`src/hdl/bol_pkg.sv`:
```
// ----------------------------------------------------------------------------
// bol_pkg
// Shared widths, request codes and status codes for the bounded ordered list.
// ----------------------------------------------------------------------------
package bol_pkg;

  localparam int CAPACITY_DEF = 16;

  localparam int REQ_W = 3;
  localparam int VAL_W = 32;
  localparam int POS_W = 7;
  localparam int ST_W  = 3;
  localparam int LEN_W = 7;

  // request codes
  localparam logic [REQ_W-1:0] REQ_APPEND    = 3'd0;
  localparam logic [REQ_W-1:0] REQ_DELETE    = 3'd1;
  localparam logic [REQ_W-1:0] REQ_DUMP_FWD  = 3'd2;
  localparam logic [REQ_W-1:0] REQ_DUMP_BACK = 3'd3;
  localparam logic [REQ_W-1:0] REQ_CLEAR     = 3'd4;

  // status codes
  localparam logic [ST_W-1:0] ST_OK     = 3'd0;
  localparam logic [ST_W-1:0] ST_EMPTY  = 3'd1;
  localparam logic [ST_W-1:0] ST_BADPOS = 3'd2;
  localparam logic [ST_W-1:0] ST_BEYOND = 3'd3;
  localparam logic [ST_W-1:0] ST_FULL   = 3'd4;

endpackage

```
`src/hdl/bol_ram.sv`:
```
// ----------------------------------------------------------------------------
// bol_ram
// Entry store: one write port, one read port, registered read data.
// ----------------------------------------------------------------------------
module bol_ram #(
  parameter int DEPTH = bol_pkg::CAPACITY_DEF,
  parameter int AW    = (DEPTH > 1) ? $clog2(DEPTH) : 1,
  parameter int DW    = bol_pkg::VAL_W
) (
  input  logic          clk,
  input  logic          we,
  input  logic [AW-1:0] waddr,
  input  logic [DW-1:0] wdata,
  input  logic          re,
  input  logic [AW-1:0] raddr,
  output logic [DW-1:0] rdata
);

  logic [DW-1:0] mem [DEPTH];

  always_ff @(posedge clk) begin
    if (we) begin
      mem[waddr] <= wdata;
    end
  end

  // read data holds while no read is issued
  always_ff @(posedge clk) begin
    if (re) begin
      rdata <= mem[raddr];
    end
  end

endmodule

```
`src/hdl/bounded_ordered_list.sv`:
```
// ----------------------------------------------------------------------------
// bounded_ordered_list
// Ordered list of signed 32-bit values, at most CAPACITY entries, in memory.
// ----------------------------------------------------------------------------
// Requests are append at the tail, delete at a 1-based position, dump front to
// back or back to front, and clear. Entries sit packed in one synchronous
// memory, in order, from address 0 up to the entry count. One request is
// handled at a time. Append, clear, rejected requests and deletion of the
// tail entry finish in the cycle the request beat is taken. Any other delete
// closes the gap by moving one entry per cycle through the memory read port.
// A dump reads its first entry when the request is taken, then sends one
// result beat per cycle while the result side does not stall. The result
// beat sits in an output register, so the next request can be taken in the
// same cycle as a single-beat result is collected; while a result beat is
// held by a stall, the request side stalls too. Every request ends with a
// beat carrying last = 1; an empty dump gives one beat with the list-empty
// status.
module bounded_ordered_list #(
  parameter int CAPACITY = bol_pkg::CAPACITY_DEF
) (
  input  logic                             clk,
  input  logic                             rst,
  // request channel
  input  logic                             req_valid,
  output logic                             req_stall,
  input  logic [bol_pkg::REQ_W-1:0]        req_type,
  input  logic signed [bol_pkg::VAL_W-1:0] value,
  input  logic [bol_pkg::POS_W-1:0]        position,
  // result channel
  output logic                             rsp_valid,
  input  logic                             rsp_stall,
  output logic [bol_pkg::ST_W-1:0]         status,
  output logic signed [bol_pkg::VAL_W-1:0] item_value,
  output logic [bol_pkg::LEN_W-1:0]        length,
  output logic                             last
);

  localparam int AW  = (CAPACITY > 1) ? $clog2(CAPACITY) : 1;
  localparam int CW  = $clog2(CAPACITY + 1);
  localparam int CW1 = CW + 1;

  typedef enum logic [3:0] {
    S_IDLE = 4'b0001,   // waiting for a request
    S_DEL  = 4'b0010,   // shifting entries down over the deleted one
    S_FIN  = 4'b0100,   // delete done, result beat pending
    S_DUMP = 4'b1000    // streaming entries out
  } state_t;

  state_t state, state_next;

  logic [CW-1:0] count, count_next;   // entries held
  logic [AW-1:0] idx, idx_next;       // shift write index / dump address
  logic [CW-1:0] sent, sent_next;     // dump beats sent so far
  logic          back, back_next;     // dump direction

  // memory port
  logic                      ram_we;
  logic [AW-1:0]             ram_waddr;
  logic [bol_pkg::VAL_W-1:0] ram_wdata;
  logic                      ram_re;
  logic [AW-1:0]             ram_raddr;
  logic [bol_pkg::VAL_W-1:0] ram_rdata;

  // result beat being loaded
  logic                             out_free;
  logic                             out_load;
  logic [bol_pkg::ST_W-1:0]         o_status;
  logic signed [bol_pkg::VAL_W-1:0] o_value;
  logic [bol_pkg::LEN_W-1:0]        o_len;
  logic                             o_last;

  logic          accept;
  logic          dump_end;
  logic [AW-1:0] dump_first;
  logic [AW-1:0] dump_step;

  bol_ram #(
    .DEPTH (CAPACITY),
    .AW    (AW),
    .DW    (bol_pkg::VAL_W)
  ) u_ram (
    .clk   (clk),
    .we    (ram_we),
    .waddr (ram_waddr),
    .wdata (ram_wdata),
    .re    (ram_re),
    .raddr (ram_raddr),
    .rdata (ram_rdata)
  );

  // output register is free when empty or being taken this cycle
  assign out_free  = !rsp_valid || !rsp_stall;
  assign req_stall = (state != S_IDLE) || !out_free;
  assign accept    = req_valid && !req_stall;

  assign dump_end   = ((sent + CW'(1)) == count);
  assign dump_first = (req_type == bol_pkg::REQ_DUMP_BACK) ? AW'(count - CW'(1)) : '0;
  assign dump_step  = back ? (idx - AW'(1)) : (idx + AW'(1));

  always_comb begin
    state_next = state;
    count_next = count;
    idx_next   = idx;
    sent_next  = sent;
    back_next  = back;
    ram_we     = 1'b0;
    ram_waddr  = idx;
    ram_wdata  = ram_rdata;
    ram_re     = 1'b0;
    ram_raddr  = idx;
    out_load   = 1'b0;
    o_status   = bol_pkg::ST_OK;
    o_value    = '0;
    o_len      = bol_pkg::LEN_W'(count);
    o_last     = 1'b1;

    case (state)
      S_IDLE: begin
        if (accept) begin
          case (req_type)
            bol_pkg::REQ_APPEND: begin
              out_load = 1'b1;
              if (count >= CW'(CAPACITY)) begin
                o_status = bol_pkg::ST_FULL;
              end else begin
                ram_we     = 1'b1;
                ram_waddr  = AW'(count);
                ram_wdata  = value;
                count_next = count + CW'(1);
                o_len      = bol_pkg::LEN_W'(count + CW'(1));
              end
            end
            bol_pkg::REQ_DELETE: begin
              if (count == '0) begin
                out_load = 1'b1;
                o_status = bol_pkg::ST_EMPTY;
              end else if (position == '0) begin
                out_load = 1'b1;
                o_status = bol_pkg::ST_BADPOS;
              end else if (position > bol_pkg::LEN_W'(count)) begin
                out_load = 1'b1;
                o_status = bol_pkg::ST_BEYOND;
              end else if (position == bol_pkg::LEN_W'(count)) begin
                // tail entry: nothing to move
                out_load   = 1'b1;
                count_next = count - CW'(1);
                o_len      = bol_pkg::LEN_W'(count - CW'(1));
              end else begin
                ram_re     = 1'b1;
                ram_raddr  = AW'(position);
                idx_next   = AW'(position - bol_pkg::POS_W'(1));
                state_next = S_DEL;
              end
            end
            bol_pkg::REQ_DUMP_FWD, bol_pkg::REQ_DUMP_BACK: begin
              if (count == '0) begin
                out_load = 1'b1;
                o_status = bol_pkg::ST_EMPTY;
              end else begin
                ram_re     = 1'b1;
                ram_raddr  = dump_first;
                idx_next   = dump_first;
                sent_next  = '0;
                back_next  = (req_type == bol_pkg::REQ_DUMP_BACK);
                state_next = S_DUMP;
              end
            end
            bol_pkg::REQ_CLEAR: begin
              out_load = 1'b1;
              o_len    = '0;
              if (count == '0) begin
                o_status = bol_pkg::ST_EMPTY;
              end else begin
                count_next = '0;
              end
            end
            default: begin
              out_load = 1'b1;
              o_status = bol_pkg::ST_BADPOS;
            end
          endcase
        end
      end
      S_DEL: begin
        // entry idx+1 is on the read port: move it down to idx
        ram_we    = 1'b1;
        ram_waddr = idx;
        ram_wdata = ram_rdata;
        if ((CW1'(idx) + CW1'(2)) < CW1'(count)) begin
          ram_re    = 1'b1;
          ram_raddr = AW'(CW1'(idx) + CW1'(2));
          idx_next  = idx + AW'(1);
        end else begin
          count_next = count - CW'(1);
          state_next = S_FIN;
        end
      end
      S_FIN: begin
        if (out_free) begin
          out_load   = 1'b1;
          state_next = S_IDLE;
        end
      end
      S_DUMP: begin
        if (out_free) begin
          out_load = 1'b1;
          o_value  = ram_rdata;
          o_last   = dump_end;
          if (dump_end) begin
            state_next = S_IDLE;
          end else begin
            sent_next = sent + CW'(1);
            idx_next  = dump_step;
            ram_re    = 1'b1;
            ram_raddr = dump_step;
          end
        end
      end
      default: begin
        state_next = S_IDLE;
      end
    endcase
  end

  always_ff @(posedge clk) begin
    if (rst) begin
      state     <= S_IDLE;
      count     <= '0;
      rsp_valid <= 1'b0;
    end else begin
      state <= state_next;
      count <= count_next;
      if (out_load) begin
        rsp_valid <= 1'b1;
      end else if (!rsp_stall) begin
        rsp_valid <= 1'b0;
      end
    end
  end

  always_ff @(posedge clk) begin
    idx  <= idx_next;
    sent <= sent_next;
    back <= back_next;
    if (out_load) begin
      status     <= o_status;
      item_value <= o_value;
      length     <= o_len;
      last       <= o_last;
    end
  end

`ifndef SYNTHESIS
  a_count_bound: assert property (@(posedge clk) disable iff (rst)
    count <= CW'(CAPACITY))
    else $error("entry count above capacity");

  a_write_in_range: assert property (@(posedge clk) disable iff (rst)
    ram_we |-> (CW'(ram_waddr) <= count))
    else $error("memory write outside the packed entries");

  a_no_load_over_held: assert property (@(posedge clk) disable iff (rst)
    (rsp_valid && rsp_stall) |-> !out_load)
    else $error("result beat overwritten while stalled");

  a_del_exit: assert property (@(posedge clk) disable iff (rst)
    (state == S_DEL) |=> (state == S_DEL || state == S_FIN))
    else $error("shift left without its result");

  a_mid_dump_ok: assert property (@(posedge clk) disable iff (rst)
    (rsp_valid && !last) |-> (status == bol_pkg::ST_OK))
    else $error("non-final beat with error status");
`endif

endmodule
```
`config.mk`:
```
export PLATFORM = sky130hd
export DESIGN_NAME = bounded_ordered_list
export DESIGN_NICKNAME = d
export VERILOG_FILES = /design/src/hdl/bol_pkg.sv /design/src/hdl/bol_ram.sv /design/src/hdl/bounded_ordered_list.sv
export SDC_FILE = /design/constraint.sdc
export NUM_CORES = 1
export LEC_CHECK = 0
export BUFFER_PORTS_ARGS = -buffer_cell sky130_fd_sc_hd__buf_2
export CORE_AREA = 2 2 216 218
export CTS_CLUSTER_SIZE = 30
export DETAILED_ROUTE_END_ITERATION = 12
export DIE_AREA = 0 0 218 220
export HOLD_SLACK_MARGIN = 0.02
export PLACE_DENSITY_LB_ADDON = 0.12
export SETUP_SLACK_MARGIN = 0.1
export SYNTH_ARGS = -nofsm -noshare
export SYNTH_HDL_FRONTEND = slang
export SYNTH_SLANG_ARGS = --single-unit
```
`constraint.sdc`:
```
create_clock -name clk -period 4.4 [get_ports clk]
set_input_delay 0.22 -clock clk [delete_from_list [all_inputs] [get_ports clk]]
set_output_delay 0.22 -clock clk [all_outputs]
set_load 0.01 [all_outputs]
```
# Word-level counts from Yosys, hierarchy flattened
# Memories as Yosys holds them, arrays and structs flattened. A register that Yosys moved wholly into a read port is not among the register bits.
# Cells that the tools add are included.
word_totals:
  reg_bits: 63
  mem_bits_rw: 512
  out_inout_bits: 45
  wordCells: 177
  memories: 1
mem_list:
  columns: ["name", "depth", "word_bits", "rd", "rd_ports_with_merged_regs", "wr", "line", "text"]
  rows:
  - ["u_ram.mem", 16, 32, 1, 1, 1, "bol_ram.sv:19", "logic [DW-1:0] mem [DEPTH];"]
classes:
  addsub: 9
  magnitude_cmp: 3
  eq_ne: 31
  mux: 98
  bitwise_logic: 1
  reduce_logical: 23
ops:
  columns: ["cell", "n"]
  rows:
  - ["$mux 32", 4]
  - ["$mux 4", 31]
  - ["$mux 5", 14]
  - ["$mux 7", 4]
  - ["$mux 1", 24]
  - ["$ne 3x3->1 const B", 8]
  - ["$pmux 4 s2", 3]
  - ["$pmux 4 s3", 2]
  - ["$pmux 7 s3", 1]
  - ["$pmux 5 s2", 2]
  - ["$ne 2x2->1 const B", 8]
  - ["$pmux 4 s4", 1]
  - ["$pmux 5 s3", 1]
  - ["$reduce_and 11->1", 1]
  - ["$add 5x1->5 const B", 2]
  - ["$reduce_and 10->1", 1]
  - ["$pmux 3 s3", 1]
  - ["$ne 4x1->1 const B", 2]
  - ["$pmux 1 s2", 4]
  - ["$reduce_and 8->1", 1]
  - ["$sub 4x1->4 const B", 2]
  - ["$eq 7x5->1", 1]
  - ["$gt 7x5->1", 1]
  - ["$logic_not 7->1", 1]
  - ["other kinds (34)", 45]

# Longest topological paths before layout
# Gate-level depths: netlist of run 1.
logic_depth:
  depth_word: 10
  ltp_mapped: 17

# By module
# From an unflattened synthesis of run 1, not the netlist that was laid out.
hier_totals:
  cells_unflattened: 1313
  hier_area_um2: 24827.6
by_module_without_submodules:
  columns: ["mod", "instances", "cells_each", "area_each_um2", "seq_area_each_um2"]
  rows:
  - ["bol_ram", 1, 838, 20156.8, 16335.7]
  - ["bounded_ordered_list", 1, 475, 4670.7, 1791.7]

# Least setup slack after synthesis of run 1
# Ideal clock, no wire load.
synth_timing:
  path_type: "reg2reg"
  from: "register count[3]"
  to: "register item_value[0] (netlist bit) (enable)"
  t_arrival_ns: 3.871
  path_slack_ns: 0.069
  stages_incl_launch_ff: 10
  path_cell_list: "dfxtp_1 > clkbuf_1 > inv_1 > ha_1 > and4bb_2 > o21ai_0 > o21ba_2 > a31oi_1 > nor3_1 > o22ai_1"
synth_via:
  elab_chain_cells: 8
  elab_cells_between_ends: 11
  cone_classes: "order compare (1); eq/ne (1); mux (8); reduce/logical (1)"
synth_rtl:
  columns: ["item", "line", "text"]
  rows:
  - ["start: declaration", "bounded_ordered_list.sv:51", "logic [CW-1:0] count, count_next;"]
  - ["start signal: assignment", "bounded_ordered_list.sv:232", "count <= count_next;"]
  - ["branches (longest 5 deep; another with $gt 7x5->1)", null, null]
  - ["$pmux 1 s2 (*)", "bounded_ordered_list.sv:120", "case (req_type)"]
  - ["$mux 1 (*)", "bounded_ordered_list.sv:119", "if (accept) begin"]
  - ["$pmux 1 s2 (*)", "bounded_ordered_list.sv:117", "case (state)"]
  - ["named net out_load", "bounded_ordered_list.sv:66", "logic out_load;"]
  - ["end signal: assignment", "bounded_ordered_list.sv:247", "item_value <= o_value;"]
  - ["end: declaration", "bounded_ordered_list.sv:33", "output logic signed [bol_pkg::VAL_W-1:0] item_value,"]
# Mark *: on every way through the listed nets, which the timed path passes.
# A chain may end at the register's enable or synchronous reset.

# Final worst setup path of run 1
layout_timing:
  from: "register idx[1]"
  to: "register u_ram.rdata[11] (read register of u_ram.mem), data pin"
layout_via:
  elab_chain_cells: 7
  elab_cells_between_ends: 18
  cone_classes: "add/sub (3); order compare (1); mux (14)"
layout_rtl:
  columns: ["item", "line", "text"]
  rows:
  - ["start: declaration", "bounded_ordered_list.sv:52", "logic [AW-1:0] idx, idx_next;"]
  - ["start signal: assignment", "bounded_ordered_list.sv:242", "idx <= idx_next;"]
  - ["branches (longest 7 deep; another with $lt 6x5->1)", null, null]
  - ["end: declaration", "bol_ram.sv:16", "output logic [DW-1:0] rdata"]
# Parallel ways; which one is timed is not known.

==> results of run 1 <==
[registers in the layout, summed over array words and instances, names as in the netlist]
register,count
u_ram.mem,512
item_value,32
u_ram.rdata,32
length,7
count,5
sent,5
idx,4
state,4
status,3
back,1
last,1
rsp_valid,1
[where the power goes]
part	internal (µW)	switching (µW)	leakage, µW
Clock	3150	2120	0.000982
Combinational	956	1430	0.00394
Sequential	6670	73.1	0.00549
[placed cells by master (no fill, tap or decap), types with 48 or more instances in the layout]
cell type  count
o2bb2ai_1     64
o22ai_1       66
clkbuf_16     59
mux2_2        64
nand2_1      135
buf_2         90
buf_4         57
nor2_1        48
edfxtp_1     597
mux2i_1      194
[routing by layer]
layer / vias to the layer above / global-route usage / part of all wire
met2: 490 / 0.416 / 0.48
li1: 6557 / - / -
met3: 101 / 0.0414 / 0.064
met1: 7430 / 0.369 / 0.43
met5: - / 0 / 0
met4: 0 / 0.0803 / 0.025
[final cells by class]
type | instances | area [µm²]
Sequential cell | 607 | 18100
Tap cell | 607 | 759
Timing Repair Buffer | 167 | 1280
Fill cell | 3359 | 16800
Clock buffer | 65 | 1500
Clock inverter | 40 | 512
Inverter | 12 | 45.0
Multi-Input combinational cell | 889 | 6790
[critical path, cell delays in order (launching register included)]
cell       delay [ns]
edfxtp_1         0.40
buf_4            0.18
ha_1             0.24
xor2_1           0.16
ha_1             0.29
o211ai_1         0.10
o21a_1           0.25
xnor2_1          0.16
nor2_1           0.09
nor4_4           0.31
buf_12           0.19
buf_12           0.30
mux2_2           0.39
o2bb2ai_1        0.13
or4_1            0.53
[timing repair]
item                                    4_1_cts  5_1_grt
hold buffers                                  1        0
endpoints found under the hold margin        10        0
resized for setup                             0        2
endpoints found under the setup margin        0       19
buffers inserted                              0        2
[path summary, 6_finish.rpt]
check | from | to | slack [ns] | cells past startpoint
max | idx[1] | u_ram.rdata[11] | 0.35 | 14
min | req_type[0] | back | 0.14 | 2
max reg2reg | idx[1] | u_ram.rdata[11] | 0.35 | 14
min reg2reg | u_ram.rdata[1] | item_value[1] | 0.57 | 1
[cell families after synthesis]
| kind of cell | count (synthesis) | share of synthesized area |
|---|---|---|
| buf+inv | 105 | 0.0186 |
| compound gates | 243 | 0.0691 |
| simple gates | 348 | 0.0701 |
| xor+xnor | 22 | 0.00824 |
| fa+ha+maj | 18 | 0.00894 |
| flops | 607 | 0.719 |
| mux | 258 | 0.106 |
[stage by stage]
stage	hold WS [ns]	setup slack, ns	cell area (µm²)	util	std cells
6_report	0.136	0.348	29000	0.633	2387
5_1_grt	0.125	0.146	29000	0.633	2387
4_1_cts	0.106	0.330	29000	0.632	2385
3_5_place_dp	0.558	0.372	27000	0.588	2279
3_3_place_gp	0.560	0.421	27000	0.588	2279
2_1_floorplan	0.513	0.519	25200	-	1601
==> results.yml, run 1 <==
status:
  status: "completed"
worst_hold_path:
  hp-class: "primary input to flop"
die:
  ioPinCount: 91
  die_area_um2: 48000
  placementRows: 79
  start_util: 0.549
  die_y_um: 220
  core_region_area_um2: 45900
  die_x_um: 218
timing:
  period_needed_ns: 4.05
  timing.fmax_mhz: 247
  tightest_slew_ns: 1.14
  fin_skew_ns: 0.0265
  rsz0062_at_grt: "false"
  slew_headroom: 0.238
  finalSetupViolations: 0
  setup_tns_ns: 0
  hold_viol: 0
  finalCritPeriodShare: 0.921
  drv_slew: 0
clock_tree:
  cts_buffer_depth: 3
  cts_root_buf: "clkbuf_16"
  htreeDepth: 2
  clk_latency_ns: 0.63
  cts-buffers-inserted: 58
  cts_tree: "built"
  clkTransAtPathRegs_ns: 0.07
  clock_sinks: 607
power_and_ir_drop:
  power_uw: 14400
  leakage_uw: 0.0104
  pwr_density_cell_nw_per_um2: 496
  peakVddDrop_uv: 503
detailed_routing:
  drt_iter0_markers: 1442
  ant_nets: 0
  route.vias.total: 14578
  first_pass_iters: 6
  drc: 0
  wire_per_inst_um: 26.0
  avgViaCountPerCell: 6.11
  finalWirelength_mm: 61.9
global_route:
  grt.total_usage: 0.260
  grt_pass1_wl_mm: 90.7
  grt_pass1_vias: 14018
  grt_overflow: 0
  antenna_found_initial: 0
  grt_max_degree: 57
layout:
  drive_gt1_frac: 0.201
  area_growth_pct: 15.1
  diodes: 0
  fin_nets: 1799
setup_path:
  worstPathArrival_ns: 4.39
  cp-end-kind: "flop"
  worstSetupPathType: "flop to flop"
  startpoint_type: "flop"
  crit_fanout: 50
  required_ns: 4.74
logic_synthesis:
  synth-seq-cells: 607
  syn_area_um2: 25200
  yosys.cell_types.count: 70
  async_flop_share: 0
  ys_seq_area_frac: 0.719
  synth_area_leaders: "edfxtp_1, mux2i_1, mux2_2"
  yosys_most_used_dff: "edfxtp_1"
  syn_avg_cell_area_um2: 15.7
  synth_edf_count: 597
  synth.most_common_cell: "edfxtp_1"
  syn_nets: 1665
  ys_warn_count: 0
  synthTopCellsByCount: "edfxtp_1, mux2i_1, nand2_1, o22ai_1, nor2_1"
  netlist.area_leader.share: 0.711
  syn-instance-count: 1601
  yosys.area.top_type: "edfxtp_1"
placement:
  place_congestion: 0.916
  post-dp-hpwl_mm: 34.7
  port_buffers: 90
job:
  max_cap_viol_count: 0
No activity file was read; power rests on OpenSTA's default activity.
==> inputs of run 2 (changes only) <==
RECOVER_POWER = 100   (was unset)
REMOVE_ABC_BUFFERS = 1   (was unset)
==> run 2 against run 1 <==
Global-route usage shrank 0.072 points. First-iteration DRC count grew 13%. Total power shrank 0.75%. Clock power shrank 2%. Die area is the same. Critical endpoint is now u_ram.rdata[15]. Routed wire length shrank 0.70%. Utilization shrank 0.17 points. Sequential share of layout area grew 0.17 points.
==> results.yml, run 2 (synthesized netlist as in run 1, its figures left out) <==
setup_path:
  startpoint_type: "flop"
  cp-end-kind: "flop"
  reg2reg_to: "u_ram.rdata[15]"
  required_ns: 4.63
  worstPathArrival_ns: 4.40
  crit_fanout: 20
  worstSetupPathType: "flop to flop"
  rr_worst_depth: 8
  cp-endpoint: "u_ram.rdata[15]"
  crit_path_start: "count[2]"
  reg2reg_setup_slack_ns: 0.23
  r2r-start: "count[2]"
power_and_ir_drop:
  switching_share: 0.253
  internal_power_uw: 10700
  combPwrFrac: 0.165
  switchingPower_uw: 3610
  seqPwrFrac: 0.473
  peakVddDrop_uv: 335
  leakage_uw: 0.0102
  pwr-share-clk: 0.363
  pwr_density_cell_nw_per_um2: 494
layout:
  largest_reg_flops: 512
  largest-register: "u_ram.mem"
  diodes: 0
  area_growth_pct: 14.8
  instances_no_fill: 2398
  multiInputGateArea_um2: 6730
  layout_common_cells: "edfxtp_1, mux2i_1, nand2_1"
  reg_top3: "u_ram.mem (512), item_value (32), u_ram.rdata (32)"
  regArea_um2: 18100
  final_common_cell: "edfxtp_1"
  drive_gt1_frac: 0.170
  fin_nets: 1808
  fillers: 3351
clock_tree:
  cts-buffers-inserted: 61
  cts_root_buf: "clkbuf_16"
  cts_tree: "built"
  htreeDepth: 2
  post_cts_resized: 0
  clock_sinks: 607
  clk_latency_ns: 0.61
  cts_buffer_depth: 3
  clkTransAtPathRegs_ns: 0.06
global_route:
  grt_max_degree: 33
  grt_overflow: 0
  antenna_found_initial: 0
  grt_pass1_wl_mm: 90.4
  grt.total_usage: 0.259
  grt_pass1_vias: 14207
detailed_routing:
  ant_nets: 0
  drc: 0
  avgViaCountPerCell: 6.09
  route.vias.total: 14592
  drt_iter0_markers: 1632
  first_pass_iters: 5
  wire_per_inst_um: 25.7
  finalWirelength_mm: 61.5
job:
  max_cap_viol_count: 0
timing:
  finalCritPeriodShare: 0.948
  fin_skew_ns: 0.0162
  hold_viol: 0
  period_needed_ns: 4.17
  drv_slew: 0
  rsz0062_at_grt: "false"
  finalSetupViolations: 0
  slew_headroom: 0.0873
  timing.fmax_mhz: 240
  tightest_slew_ns: 1.37
  setup_tns_ns: 0
die:
  die_y_um: 220
  die_area_um2: 48000
  ioPinCount: 91
  die_x_um: 218
  start_util: 0.549
  core_region_area_um2: 45900
  placementRows: 79
worst_hold_path:
  hp-class: "primary input to flop"
status:
  status: "completed"
placement:
  dp.cells: 2283
  post-dp-hpwl_mm: 36.0
  port_buffers: 90
  place_congestion: 0.916
[run 2: how the worst min path moves through the flow]
stage / startpoint / endpoint / slack, ns / cells past startpoint
2_1_floorplan: rst / count[3] / 0.29 / 1
3_3_place_gp: rst / count[0] / 0.55 / 2
3_5_place_dp: rst / state[1] / 0.56 / 2
4_1_cts: req_type[0] / back / 0.09 / 2
5_1_grt: req_type[0] / back / 0.13 / 2
6_report: rsp_stall / rsp_valid / 0.14 / 3
[run 2: worst max-delay path, cell delays in order (launching register included)]
cell	delay, ns
dfxtp_1	0.51
inv_1	0.22
ha_1	0.35
o21ai_0	0.23
o21ba_1	0.26
a31oi_1	0.13
or4_1	0.43
nand3_1	0.83
buf_2	0.79
[run 2: routing by layer]
| layer | routed length, µm | GRT usage | vias to the layer above |
|---|---|---|---|
| met3 | 4450 | 0.0396 | 103 |
| met1 | 26500 | 0.370 | 7356 |
| met4 | 1890 | 0.0823 | 0 |
| li1 | - | - | 6576 |
| met2 | 28600 | 0.412 | 557 |
| met5 | 0 | 0 | - |
[run 2: power by group through the flow]
stage	Combinational, µW	Sequential (µW)	Clock, µW
final	2350	6750	5180
after global routing	2540	6770	5470
after CTS	2410	6750	5250
after detailed placement	2410	6870	0
after global placement	2370	6870	0
after floorplan	1770	6920	0
[run 2: stage by stage]
| stage | util | total power [µW] | setup slack [ns] | hold WS, ns | area [µm²] |
|---|---|---|---|---|---|
| global route | 0.631 | 14800 | 0.0866 | 0.131 | 28900 |
| detailed placement | 0.591 | 9280 | 0.305 | 0.556 | 27100 |
| global placement | 0.591 | 9230 | 0.346 | 0.551 | 27100 |
| finish | 0.631 | 14300 | 0.230 | 0.139 | 28900 |
| floorplan | - | 8690 | -18.43 | 0.289 | 24800 |
| CTS | 0.635 | 14400 | 0.278 | 0.0892 | 29100 |
[run 2: timing repair]
action,4_1_cts,5_1_grt
endpoints found under the setup margin,0,13
hold buffers,1,0
buffers inserted,0,4
endpoints found under the hold margin,10,0
[run 2: layout make-up]
| cell class | instances | area share |
|---|---|---|
| clock inverters | 39 | 0.0149 |
| inverters | 12 | 0.00156 |
| repair buffers | 173 | 0.0443 |
| multi-input cells | 889 | 0.232 |
| clock buffers | 71 | 0.0541 |
| flip-flops and latches | 607 | 0.627 |
| well taps | 607 | 0.0262 |
==> inputs of run 3 (changes only) <==
BUFFER_PORTS_ARGS = unset   (was -buffer_cell sky130_fd_sc_hd__buf_2)
CORE_AREA = 2 2 214 216   (was 2 2 216 218)
DIE_AREA = 0 0 216 218   (was 0 0 218 220)
DONT_BUFFER_PORTS = 1   (was unset)
==> run 3 against run 2 <==
The run now ends with capacitance limit, slew limit left. Global-route usage up 1.2 points. Routed wire length rose by 3.1%. Via count down 0.73%. Sequential share of layout area is 1.0 points higher. Die area shrank 1.8%. Fmax down 0.27%. Clock skew up 0.011 ns. Critical path depth grew 5. Sequential power up 1%. Design area is 1.6% lower. Critical path type unchanged. Largest cell class unchanged.
==> results.yml, run 3 (synthesized netlist as in run 1, its figures left out) <==
status:
  status: "finished with violations"
  violations: "capacitance limit, slew limit"
layout:
  layout_common_cells: "edfxtp_1, mux2i_1, nand2_1"
  fillers: 3226
  drive_gt1_frac: 0.148
  fin_util: 0.634
  diodes: 0
  reg_top3: "u_ram.mem (512), item_value (32), u_ram.rdata (32)"
  area_growth_pct: 13.0
  largest_reg_flops: 512
  final_common_cell: "edfxtp_1"
  largest-register: "u_ram.mem"
  fin_nets: 1726
setup_path:
  reg2reg_setup_slack_ns: 0.22
  cpLargestDelayFamily: "simple AND/OR/NAND/NOR gates"
  cp-end-kind: "flop"
  crit_fanout: 28
  cpMaxStageDelayCell: "or4b_1"
  crit_chain: "inv_1 > ha_2 > or4b_1 > nand3_1 > a21oi_1 > a32o_1 > a41oi_1 > and3_1 > clkbuf_2 > nand3b_1 > buf_12 > o2bb2ai_1 > or4_1"
  startpoint_type: "flop"
  required_ns: 4.76
  crit_path_start: "count[1]"
  worstPathArrival_ns: 4.54
  cp_slowest_stage_delay_ns: 0.66
  worstSetupPathType: "flop to flop"
  reg2reg_to: "u_ram.rdata[4]"
  r2r-start: "count[1]"
  worst-path-buf-inv: 3
  rr_worst_depth: 13
placement:
  place_congestion: 0.901
  dp_slack_ns: 0.249
  port_buffers: 0
  post-dp-hpwl_mm: 37.0
detailed_routing:
  first_pass_iters: 5
  avgViaCountPerCell: 6.28
  drt_iter0_markers: 1874
  finalWirelength_mm: 63.4
  ant_nets: 0
  route.vias.total: 14486
  wire_per_inst_um: 27.5
  drc: 0
power_and_ir_drop:
  peakVddDrop_uv: 365
  leakage_uw: 0.0100
  switchingPower_uw: 3580
  power_uw: 14100
  pwr-share-clk: 0.357
  internal_power_uw: 10600
  switching_share: 0.253
  pwr_density_cell_nw_per_um2: 496
  seqPwrFrac: 0.482
  combPwrFrac: 0.160
clock_tree:
  cts_buffer_depth: 3
  cts-buffers-inserted: 59
  clock_sinks: 607
  htreeDepth: 2
  cts_root_buf: "clkbuf_16"
  clk_latency_ns: 0.63
  cts_tree: "built"
  clkTransAtPathRegs_ns: 0.06
global_route:
  antenna_found_initial: 0
  grt_overflow: 0
  grt_pass1_vias: 13999
  grt_max_degree: 34
  grt.total_usage: 0.271
  grt_pass1_wl_mm: 92.0
die:
  die_area_um2: 47100
  start_util: 0.561
  core_region_area_um2: 44900
  die_x_um: 216
  placementRows: 78
  ioPinCount: 91
  die_y_um: 218
timing:
  finalCritPeriodShare: 0.950
  timing.fmax_mhz: 239
  hold_viol: 0
  finalWorstSetupSlack_ns: 0.218
  rsz0062_at_grt: "false"
  period_needed_ns: 4.18
  slew_headroom: -0.403
  finalSetupViolations: 0
  fin_skew_ns: 0.0277
  drv_slew: 56
  tightest_slew_ns: 2.10
worst_hold_path:
  hp-class: "primary input to flop"
  hp-start: "rsp_stall"
  hold_depth: 2
  hold_end: "rsp_valid"
job:
  max_cap_viol_count: 4
==> run 3: how the worst max path moves through the flow <==
stage	endpoint	slack [ns]	cells past startpoint
floorplan	u_ram.rdata[0]	-18.43	10
global placement	u_ram.rdata[4]	0.29	11
detailed placement	u_ram.rdata[26]	0.25	11
CTS	u_ram.rdata[24]	0.20	11
global route	u_ram.rdata[4]	0.08	13
finish	u_ram.rdata[4]	0.22	13
==> run 3: routing by layer <==
metal	track usage	share of wire
met1	0.396	0.43
met2	0.428	0.46
met3	0.0430	0.080
met4	0.0767	0.022
met5	0	0
==> run 3: timing repair <==
| action | CTS | global route |
|---|---|---|
| hold buffers | 7 | 0 |
| buffers inserted | 0 | 3 |
| resized for setup | 0 | 2 |
| endpoints found under the setup margin | 0 | 32 |
| hold endpoints to repair | 15 | 0 |
==> run 3: worst reg2reg max path: stages (launching register included) <==
cell and delay, ns:
dfxtp_1 0.31, inv_1 0.20, ha_2 0.33, or4b_1 0.66
nand3_1 0.18, a21oi_1 0.09, a32o_1 0.24, a41oi_1 0.29
and3_1 0.29, clkbuf_2 0.21, nand3b_1 0.20, buf_12 0.25
o2bb2ai_1 0.17, or4_1 0.48
==> run 3: cell type report <==
type                    count  area (µm²)  share of cell area
flip-flops and latches    607       18100               0.637
multi-input cells         889        6740               0.237
clock buffers              76        1560              0.0548
repair buffers             93         883              0.0310
well taps                 600         751              0.0264
clock inverters            29         363              0.0127
inverters                  12        45.0             0.00158
==> run 3: power by group through the flow <==
stage               Clock (µW)  Sequential [µW]  Combinational, µW
floorplan                    0             6920               1770
global placement             0             6940               2210
detailed placement           0             6940               2250
CTS                       5110             6820               2260
global route              5350             6830               2430
finish                    5050             6820               2260
==> run 3: metrics by stage <==
stage	TNS (ns)	cells	instance area (µm²)	hold slack, ns
3_5_place_dp	0	2191	26600	0.298
3_3_place_gp	0	2191	26600	0.297
5_1_grt	0	2306	28500	0.0459
2_1_floorplan	-599.99	1508	24800	0.289
4_1_cts	0	2303	28600	0.0222
6_report	0	2306	28500	0.0339
